**config.mk**
```make
export PLATFORM = sky130hd
export DESIGN_NAME = bounded_ordered_list_insert_erase_unit_flat
export DESIGN_NICKNAME = d
export VERILOG_FILES = /design/src/rtl/bol_pkg.sv /design/src/rtl/bol_if.sv /design/src/rtl/bol_cell.sv /design/src/rtl/bol_chain.sv /design/src/rtl/bounded_ordered_list_insert_erase_unit.sv /design/src/flat_wrapper.sv
export SDC_FILE = /design/constraint.sdc
export NUM_CORES = 2
export LEC_CHECK = 0
export BUFFER_PORTS_ARGS = -buffer_cell sky130_fd_sc_hd__buf_2
export CORE_MARGIN = 5
export CORE_UTILIZATION = 30
export DETAILED_ROUTE_END_ITERATION = 10
export GPL_TIMING_DRIVEN = 1
export PLACE_DENSITY = 0.46
export SETUP_SLACK_MARGIN = 0.5
export SYNTH_ARGS = -nofsm -noshare
export SYNTH_HDL_FRONTEND = slang
export SYNTH_SLANG_ARGS = --single-unit
```
**constraint.sdc**
```tcl
create_clock -name clk -period 13.75 [get_ports clk]
set_input_delay 3.4375 -clock clk [delete_from_list [all_inputs] [get_ports clk]]
set_output_delay 3.4375 -clock clk [all_outputs]
set_load 0.01 [all_outputs]
```
**src/rtl/bol_pkg.sv**
```systemverilog
// Shared types and constants for the bounded ordered list unit.
package bol_pkg;

  localparam int DEPTH = 16;
  localparam int CNT_W = $clog2(DEPTH + 1);
  localparam int POS_W = CNT_W;
  localparam int VAL_W = 32;
  localparam int KIND_W = 3;
  localparam int STAT_W = 2;

  typedef logic signed [VAL_W-1:0] val_t;
  typedef logic [CNT_W-1:0] cnt_t;

  typedef enum logic [KIND_W-1:0] {
    K_PUSH_BACK  = 3'd0,
    K_PUSH_FRONT = 3'd1,
    K_POP_BACK   = 3'd2,
    K_POP_FRONT  = 3'd3,
    K_INSERT     = 3'd4,
    K_ERASE      = 3'd5
  } kind_t;

  typedef enum logic [STAT_W-1:0] {
    ST_OK    = 2'd0,
    ST_FULL  = 2'd1,
    ST_EMPTY = 2'd2,
    ST_RANGE = 2'd3
  } status_t;

  // Broadcast to every cell: one shift operation.
  typedef struct packed {
    logic ins;
    logic del;
    cnt_t pos;
    cnt_t cnt;
    val_t val;
  } cmd_t;

endpackage

```
**src/rtl/bol_if.sv**
```systemverilog
// Valid/ready channel interfaces for operation and result items.
interface bol_in_if;
  logic                          valid;
  logic                          ready;
  logic [bol_pkg::KIND_W-1:0]    kind;
  logic [bol_pkg::POS_W-1:0]     position;
  logic signed [bol_pkg::VAL_W-1:0] value;

  modport source (output valid, kind, position, value, input ready);
  modport sink   (input valid, kind, position, value, output ready);
endinterface

interface bol_out_if;
  logic                             valid;
  logic                             ready;
  logic [bol_pkg::STAT_W-1:0]       status;
  logic [bol_pkg::CNT_W-1:0]        count;
  logic signed [bol_pkg::VAL_W-1:0] front_value;
  logic signed [bol_pkg::VAL_W-1:0] back_value;
  logic signed [bol_pkg::VAL_W-1:0] removed_value;

  modport source (output valid, status, count, front_value, back_value, removed_value,
                  input ready);
  modport sink   (input valid, status, count, front_value, back_value, removed_value,
                  output ready);
endinterface

```
**src/rtl/bol_cell.sv**
```systemverilog
// One list cell: holds an element and shifts with its neighbors.
module bol_cell (
  input  logic          clk,
  input  bol_pkg::cmd_t cmd,
  input  bol_pkg::cnt_t idx,
  input  bol_pkg::cnt_t tail,
  input  bol_pkg::val_t left_i,
  input  bol_pkg::val_t right_i,
  output bol_pkg::val_t value_o,
  output bol_pkg::val_t tap_o,
  output bol_pkg::val_t rm_o
);

  bol_pkg::val_t value_r;
  bol_pkg::val_t value_nxt;

  always_comb begin
    value_nxt = value_r;
    if (cmd.ins) begin
      if (idx == cmd.pos) begin
        value_nxt = cmd.val;
      end else if (idx > cmd.pos && idx <= cmd.cnt) begin
        value_nxt = left_i;
      end
    end else if (cmd.del && idx >= cmd.pos) begin
      value_nxt = right_i;
    end
  end

  always_ff @(posedge clk) begin
    if (cmd.ins || cmd.del) begin
      value_r <= value_nxt;
    end
  end

  assign value_o = value_r;
  // Gated contributions, OR-combined across the row.
  assign tap_o   = (idx == tail) ? value_r : '0;
  assign rm_o    = (cmd.del && idx == cmd.pos) ? value_r : '0;

endmodule

```
**src/rtl/bol_chain.sv**
```systemverilog
// Row of list cells with the front, back and removed-element taps.
module bol_chain (
  input  logic          clk,
  input  bol_pkg::cmd_t cmd,
  input  bol_pkg::cnt_t tail,
  output bol_pkg::val_t front_o,
  output bol_pkg::val_t back_o,
  output bol_pkg::val_t removed_o
);

  bol_pkg::val_t val_w [bol_pkg::DEPTH];
  bol_pkg::val_t tap_w [bol_pkg::DEPTH];
  bol_pkg::val_t rm_w  [bol_pkg::DEPTH];

  for (genvar i = 0; i < bol_pkg::DEPTH; i++) begin : g_cell
    bol_cell u_cell (
      .clk     (clk),
      .cmd     (cmd),
      .idx     (bol_pkg::CNT_W'(i)),
      .tail    (tail),
      .left_i  ((i == 0) ? val_w[i] : val_w[(i == 0) ? 0 : i - 1]),
      .right_i ((i == bol_pkg::DEPTH - 1) ? val_w[i]
                : val_w[(i == bol_pkg::DEPTH - 1) ? i : i + 1]),
      .value_o (val_w[i]),
      .tap_o   (tap_w[i]),
      .rm_o    (rm_w[i])
    );
  end

  always_comb begin
    back_o    = '0;
    removed_o = '0;
    for (int i = 0; i < bol_pkg::DEPTH; i++) begin
      back_o    = back_o | tap_w[i];
      removed_o = removed_o | rm_w[i];
    end
  end

  assign front_o = val_w[0];

endmodule

```
**src/rtl/bounded_ordered_list_insert_erase_unit.sv**
```systemverilog
// Top level of the bounded ordered list: decode, count and result staging.
// Ordered list of up to DEPTH signed 32-bit elements held in a row of cells.
// For each operation item, in the accept cycle every cell shifts or loads in
// parallel and the removed element is captured; once the output register is free
// or being read, the front and back taps of the row are gathered into it.
// A new item is taken once that gather step has moved into the output register.
// Reset clears the element count and the valid flags; cells hold undefined data until written.
module bounded_ordered_list_insert_erase_unit (
  input  logic  clk,
  input  logic  rst_n,
  bol_in_if.sink    in_ch,
  bol_out_if.source out_ch
);

  bol_pkg::cnt_t    count_r;
  bol_pkg::cnt_t    count_nxt;
  logic             p_valid_r;
  bol_pkg::status_t p_status_r;
  bol_pkg::val_t    p_removed_r;
  logic             out_valid_r;
  bol_pkg::status_t out_status_r;
  bol_pkg::cnt_t    out_count_r;
  bol_pkg::val_t    out_front_r;
  bol_pkg::val_t    out_back_r;
  bol_pkg::val_t    out_removed_r;

  bol_pkg::status_t st;
  bol_pkg::cmd_t    cmd;
  bol_pkg::val_t    front_w;
  bol_pkg::val_t    back_w;
  bol_pkg::val_t    removed_w;
  logic             accept;
  logic             move;
  logic             full;
  logic             empty;
  logic             ins_ok;
  logic             del_ok;
  bol_pkg::cnt_t    op_pos;

  assign in_ch.ready = !p_valid_r;
  assign accept      = in_ch.valid && in_ch.ready;
  assign move        = p_valid_r && (!out_valid_r || out_ch.ready);
  assign full        = (count_r >= bol_pkg::CNT_W'(bol_pkg::DEPTH));
  assign empty       = (count_r == '0);

  always_comb begin
    st     = bol_pkg::ST_OK;
    ins_ok = 1'b0;
    del_ok = 1'b0;
    op_pos = '0;
    case (in_ch.kind)
      bol_pkg::K_PUSH_BACK: begin
        if (full) st = bol_pkg::ST_FULL;
        else begin
          ins_ok = 1'b1;
          op_pos = count_r;
        end
      end
      bol_pkg::K_PUSH_FRONT: begin
        if (full) st = bol_pkg::ST_FULL;
        else ins_ok = 1'b1;
      end
      bol_pkg::K_POP_BACK: begin
        if (empty) st = bol_pkg::ST_EMPTY;
        else begin
          del_ok = 1'b1;
          op_pos = count_r - bol_pkg::CNT_W'(1);
        end
      end
      bol_pkg::K_POP_FRONT: begin
        if (empty) st = bol_pkg::ST_EMPTY;
        else del_ok = 1'b1;
      end
      bol_pkg::K_INSERT: begin
        // range check comes before the full check
        if (in_ch.position > count_r) st = bol_pkg::ST_RANGE;
        else if (full) st = bol_pkg::ST_FULL;
        else begin
          ins_ok = 1'b1;
          op_pos = in_ch.position;
        end
      end
      bol_pkg::K_ERASE: begin
        if (in_ch.position >= count_r) st = bol_pkg::ST_RANGE;
        else begin
          del_ok = 1'b1;
          op_pos = in_ch.position;
        end
      end
      default: ;
    endcase
  end

  always_comb begin
    cmd.ins = accept && ins_ok;
    cmd.del = accept && del_ok;
    cmd.pos = op_pos;
    cmd.cnt = count_r;
    cmd.val = in_ch.value;
  end

  always_comb begin
    count_nxt = count_r;
    if (cmd.ins) count_nxt = count_r + bol_pkg::CNT_W'(1);
    else if (cmd.del) count_nxt = count_r - bol_pkg::CNT_W'(1);
  end

  bol_chain u_chain (
    .clk       (clk),
    .cmd       (cmd),
    .tail      (count_r - bol_pkg::CNT_W'(1)),
    .front_o   (front_w),
    .back_o    (back_w),
    .removed_o (removed_w)
  );

  always_ff @(posedge clk) begin
    if (!rst_n) begin
      count_r     <= '0;
      p_valid_r   <= 1'b0;
      out_valid_r <= 1'b0;
    end else begin
      count_r <= count_nxt;
      if (accept) p_valid_r <= 1'b1;
      else if (move) p_valid_r <= 1'b0;
      if (move) out_valid_r <= 1'b1;
      else if (out_ch.ready) out_valid_r <= 1'b0;
    end
  end

  always_ff @(posedge clk) begin
    if (accept) begin
      p_status_r  <= st;
      p_removed_r <= removed_w;
    end
    // cells already hold the post-operation list while the item is pending
    if (move) begin
      out_status_r  <= p_status_r;
      out_count_r   <= count_r;
      out_front_r   <= empty ? '0 : front_w;
      out_back_r    <= empty ? '0 : back_w;
      out_removed_r <= p_removed_r;
    end
  end

  assign out_ch.valid         = out_valid_r;
  assign out_ch.status        = out_status_r;
  assign out_ch.count         = out_count_r;
  assign out_ch.front_value   = out_front_r;
  assign out_ch.back_value    = out_back_r;
  assign out_ch.removed_value = out_removed_r;

  a_count_bound: assert property (@(posedge clk) disable iff (!rst_n)
    count_r <= bol_pkg::CNT_W'(bol_pkg::DEPTH))
    else $error("element count above capacity");

  a_reject_holds: assert property (@(posedge clk) disable iff (!rst_n)
    (accept && st != bol_pkg::ST_OK) |=> (count_r == $past(count_r)))
    else $error("rejected item changed the count");

  a_insert_grows: assert property (@(posedge clk) disable iff (!rst_n)
    cmd.ins |=> (count_r == $past(count_r) + bol_pkg::CNT_W'(1)))
    else $error("insert did not grow the list");

  a_empty_status: assert property (@(posedge clk) disable iff (!rst_n)
    (out_valid_r && out_status_r == bol_pkg::ST_EMPTY) |-> (out_count_r == '0))
    else $error("empty status with nonzero count");

endmodule

```
**src/flat_wrapper.sv**
```systemverilog
// flat-port wrapper written by rule: the top's interface ports become plain ports
module bounded_ordered_list_insert_erase_unit_flat 
  (clk, rst_n, in_ch_valid, in_ch_kind, in_ch_position, in_ch_value, in_ch_ready, out_ch_valid, out_ch_status, out_ch_count, out_ch_front_value, out_ch_back_value, out_ch_removed_value, out_ch_ready);
  bol_in_if in_ch_i ();
  bol_out_if out_ch_i ();
  input  logic clk;
  input  logic rst_n;
  input wire logic [$bits(in_ch_i.valid)-1:0] in_ch_valid;
  input wire logic [$bits(in_ch_i.kind)-1:0] in_ch_kind;
  input wire logic [$bits(in_ch_i.position)-1:0] in_ch_position;
  input wire logic [$bits(in_ch_i.value)-1:0] in_ch_value;
  output wire logic [$bits(in_ch_i.ready)-1:0] in_ch_ready;
  output wire logic [$bits(out_ch_i.valid)-1:0] out_ch_valid;
  output wire logic [$bits(out_ch_i.status)-1:0] out_ch_status;
  output wire logic [$bits(out_ch_i.count)-1:0] out_ch_count;
  output wire logic [$bits(out_ch_i.front_value)-1:0] out_ch_front_value;
  output wire logic [$bits(out_ch_i.back_value)-1:0] out_ch_back_value;
  output wire logic [$bits(out_ch_i.removed_value)-1:0] out_ch_removed_value;
  input wire logic [$bits(out_ch_i.ready)-1:0] out_ch_ready;
  assign in_ch_i.valid = in_ch_valid;
  assign in_ch_i.kind = in_ch_kind;
  assign in_ch_i.position = in_ch_position;
  assign in_ch_i.value = in_ch_value;
  assign in_ch_ready = in_ch_i.ready;
  assign out_ch_valid = out_ch_i.valid;
  assign out_ch_status = out_ch_i.status;
  assign out_ch_count = out_ch_i.count;
  assign out_ch_front_value = out_ch_i.front_value;
  assign out_ch_back_value = out_ch_i.back_value;
  assign out_ch_removed_value = out_ch_i.removed_value;
  assign out_ch_i.ready = out_ch_ready;
  bounded_ordered_list_insert_erase_unit u_core (.clk(clk), .rst_n(rst_n), .in_ch(in_ch_i), .out_ch(out_ch_i));
endmodule
```
==> impl_metrics.env <==
export IMPL_nets=3761
export IMPL_start_util=0.301
export IMPL_grt_max_degree=236
export IMPL_clockBufferDepth=3
export IMPL_rows=130
export IMPL_vias=33116
export IMPL_post_dp_hpwl_um=102000
export IMPL_io_pins=149
export IMPL_clk_latency_ns=0.67
export IMPL_rsz0062_at_grt="no"
export IMPL_wl_um=180000
export IMPL_most_common_layout_cells="838 x nand2_1, 649 x edfxtp_1, 405 x mux2i_1"
export IMPL_status="complete, no violations"
export IMPL_grt_pass1_wl_um=248000
export IMPL_power_density_nw_per_um2=147
export IMPL_chipWidth_um=364
export IMPL_clkTransAtPathRegs_ns=0.06
export IMPL_place_area_um2=40200
export IMPL_avgSynthCellArea_um2=10.2
export IMPL_finalSetupViolCount=0
export IMPL_endpoint_kind="flip-flop"
export IMPL_ys_ff_latch=656
export IMPL_vdd_ir_drop_max_mv=0.0944
export IMPL_synthToLayoutAreaGrowth_pct=13.8
export IMPL_post_place_cells=5271
export IMPL_htreeDepth=3
export IMPL_synth_flop_cell="edfxtp_1"
export IMPL_cts_sinks=656
export IMPL_cp_arrival_ns=8.64
export IMPL_antenna_found_initial=9
export IMPL_drive_gt1_frac=0.125
export IMPL_fin_area_um2=42900
export IMPL_synth_edf_count=649
export IMPL_start_kind="input port"
export IMPL_cp_data_required_time_ns=14.04
export IMPL_slew_viol_final=0
export IMPL_cts_tree="yes"
export IMPL_syn_num_nets=3766
export IMPL_gp_congestion=0.872
export IMPL_post_drt_wl_per_cell_um=33.1
export IMPL_path_class="in -> reg"
export IMPL_fp_dieArea_um2=133000
export IMPL_netlist_instances=3711
export IMPL_min_period_ns=8.35
export IMPL_drt_iter0_markers=4792
export IMPL_grt_use_total=0.260
export IMPL_ant_nets=0
export IMPL_synth_area_leader_cell="edfxtp_1"
export IMPL_cts_setup_buffers=0
export IMPL_grt_ovfl_total=0
export IMPL_synth_cell_area_um2=37700
export IMPL_max_freq_mhz=120
export IMPL_reg2regPathDepth=12
export IMPL_leakagePower_uw=0.0157
export IMPL_finalHoldViolations=0
export IMPL_yosys_cell_types_count=70
export IMPL_path_max_fanout=117
export IMPL_synth_area_leaders="edfxtp_1 52%, mux2i_1 11%, nand2_1 8.4%"
export IMPL_dr_pass1_iters=8
export IMPL_finalNonFillerCells=5425
export IMPL_fillers=12635
export IMPL_fin_crit_sh=0.608
export IMPL_cts_root_buf="clkbuf_16"
export IMPL_numCtsBuffers=83
export IMPL_viasPerCell=6.10
export IMPL_ys_async_sr_fraction=0
export IMPL_ys_seq_area_frac=0.521
export IMPL_clock_skew_final_ns=0.0316
export IMPL_cts_resized=0
export IMPL_min_path_cells=0
export IMPL_relSlewSlack=0.0992
export IMPL_finalPower_uw=6320
export IMPL_synth_top_area_share=0.517
export IMPL_die_y_um=364
export IMPL_drc=0
export IMPL_fin_setup_tns_ns=0
export IMPL_maxCapViolCount=0
export IMPL_port_buffers=148
export IMPL_grt_pass1_vias=31348
export IMPL_cts_hold_buffers=0
export IMPL_layout_commonest_cell="nand2_1"
export IMPL_ys_warn_count=0
export IMPL_tightest_slew_ns=1.35
export IMPL_core_area_um2=125000
export IMPL_min_path_type="reg -> reg"
-- cell type report --
cell class                 instances  area (um2)  share of cell area
tap                             1650        2060              0.0481
clock buffer                     103        2220              0.0517
multi-input combinational       2705       16900               0.395
antenna                            5        12.5            0.000292
inverter                          13        50.0             0.00117
timing repair buffer             247        1510              0.0352
clock inverter                    46         459              0.0107
sequential                       656       19600               0.458
-- state kept, by name, summed over array words and instances (netlist names) --
signal	count
u_core.u_chain.g_cell.u_cell.value_o	512
u_core.out_ch.back_value	32
u_core.out_ch.front_value	32
u_core.out_ch.removed_value	32
u_core.p_removed_r	32
u_core.count_r	5
u_core.out_ch.count	5
u_core.out_ch.status	2
u_core.p_status_r	2
u_core.out_ch.valid	1
u_core.p_valid_r	1
-- cells in the mapped netlist (8+ instances only) --
library cell    n
nor2_1        139
and3_1         25
a31oi_1       100
and2_1         23
inv_1          12
o2bb2ai_1      16
o22ai_1         8
a22o_1         84
a22oi_1       147
mux2i_1       405
a211oi_1       11
buf_4          17
a21oi_1        81
buf_1          14
o21ai_1         8
nand4_1        38
a222oi_1       39
mux2_2         33
clkbuf_1      238
a221oi_1       80
nand3_1        55
buf_2          66
nor3_1         12
o21ai_0       394
ha_1           11
o211ai_1       10
nor2b_1        33
nand2_1       843
a221o_1        11
edfxtp_1      649
and4_1          8
-- layer usage --
metal  GRT usage  wire [um]  vias to the layer above
li1            -          -                    14015
met1       0.339      71600                    16320
met2       0.408      79900                     2226
met3      0.0554      17600                      549
met4       0.133      10400                        6
met5           0         45                        -
-- cells by family after synthesis --
group,Yosys count,synth area share
AND/OR/NAND/NOR,1214,0.136
XOR/XNOR,6,0.00139
flip-flops,656,0.521
adder cells (fa/ha/maj),11,0.00365
AO/OA/AOI/OAI,1036,0.182
multiplexers,438,0.117
buffers and inverters,350,0.0391
-- worst max-delay path: stages --
cell,delay [ns]
buf_2,0.16
inv_1,0.06
ha_1,0.18
nand2b_1,0.14
a21oi_1,0.23
o21a_1,0.26
o21ai_0,0.18
nand3_4,0.61
buf_4,0.75
buf_4,0.89
nor2_1,0.17
a211oi_4,0.80
buf_4,0.64
-- stage by stage --
step / hold slack (ns) / setup slack, ns / utilization
2_1_floorplan: 0.400 / 5.37 / -
3_3_place_gp: 0.405 / 4.66 / 0.321
3_5_place_dp: 0.405 / 4.66 / 0.321
4_1_cts: 0.417 / 5.36 / 0.342
5_1_grt: 0.423 / 4.93 / 0.342
6_report: 0.418 / 5.40 / 0.342
-- power breakdown --
group	switching (uW)	internal (uW)	total, uW
clock	931	1310	2240
sequential	204	2490	2690
combinational	1010	384	1390
-- path summary, 6_finish.rpt --
check                           slack (ns)                    from                                          end
worst max-delay path                  5.40       in_ch_position[0]  u_core.u_chain.g_cell[1].u_cell.value_o[16]
worst min-delay path                  0.42  u_core.p_removed_r[29]              u_core.out_ch.removed_value[29]
worst max register to register        7.12       u_core.count_r[2]  u_core.u_chain.g_cell[1].u_cell.value_o[16]
worst min register to register        0.42  u_core.p_removed_r[29]              u_core.out_ch.removed_value[29]
Note: power is estimated with default switching activity, not from simulation.
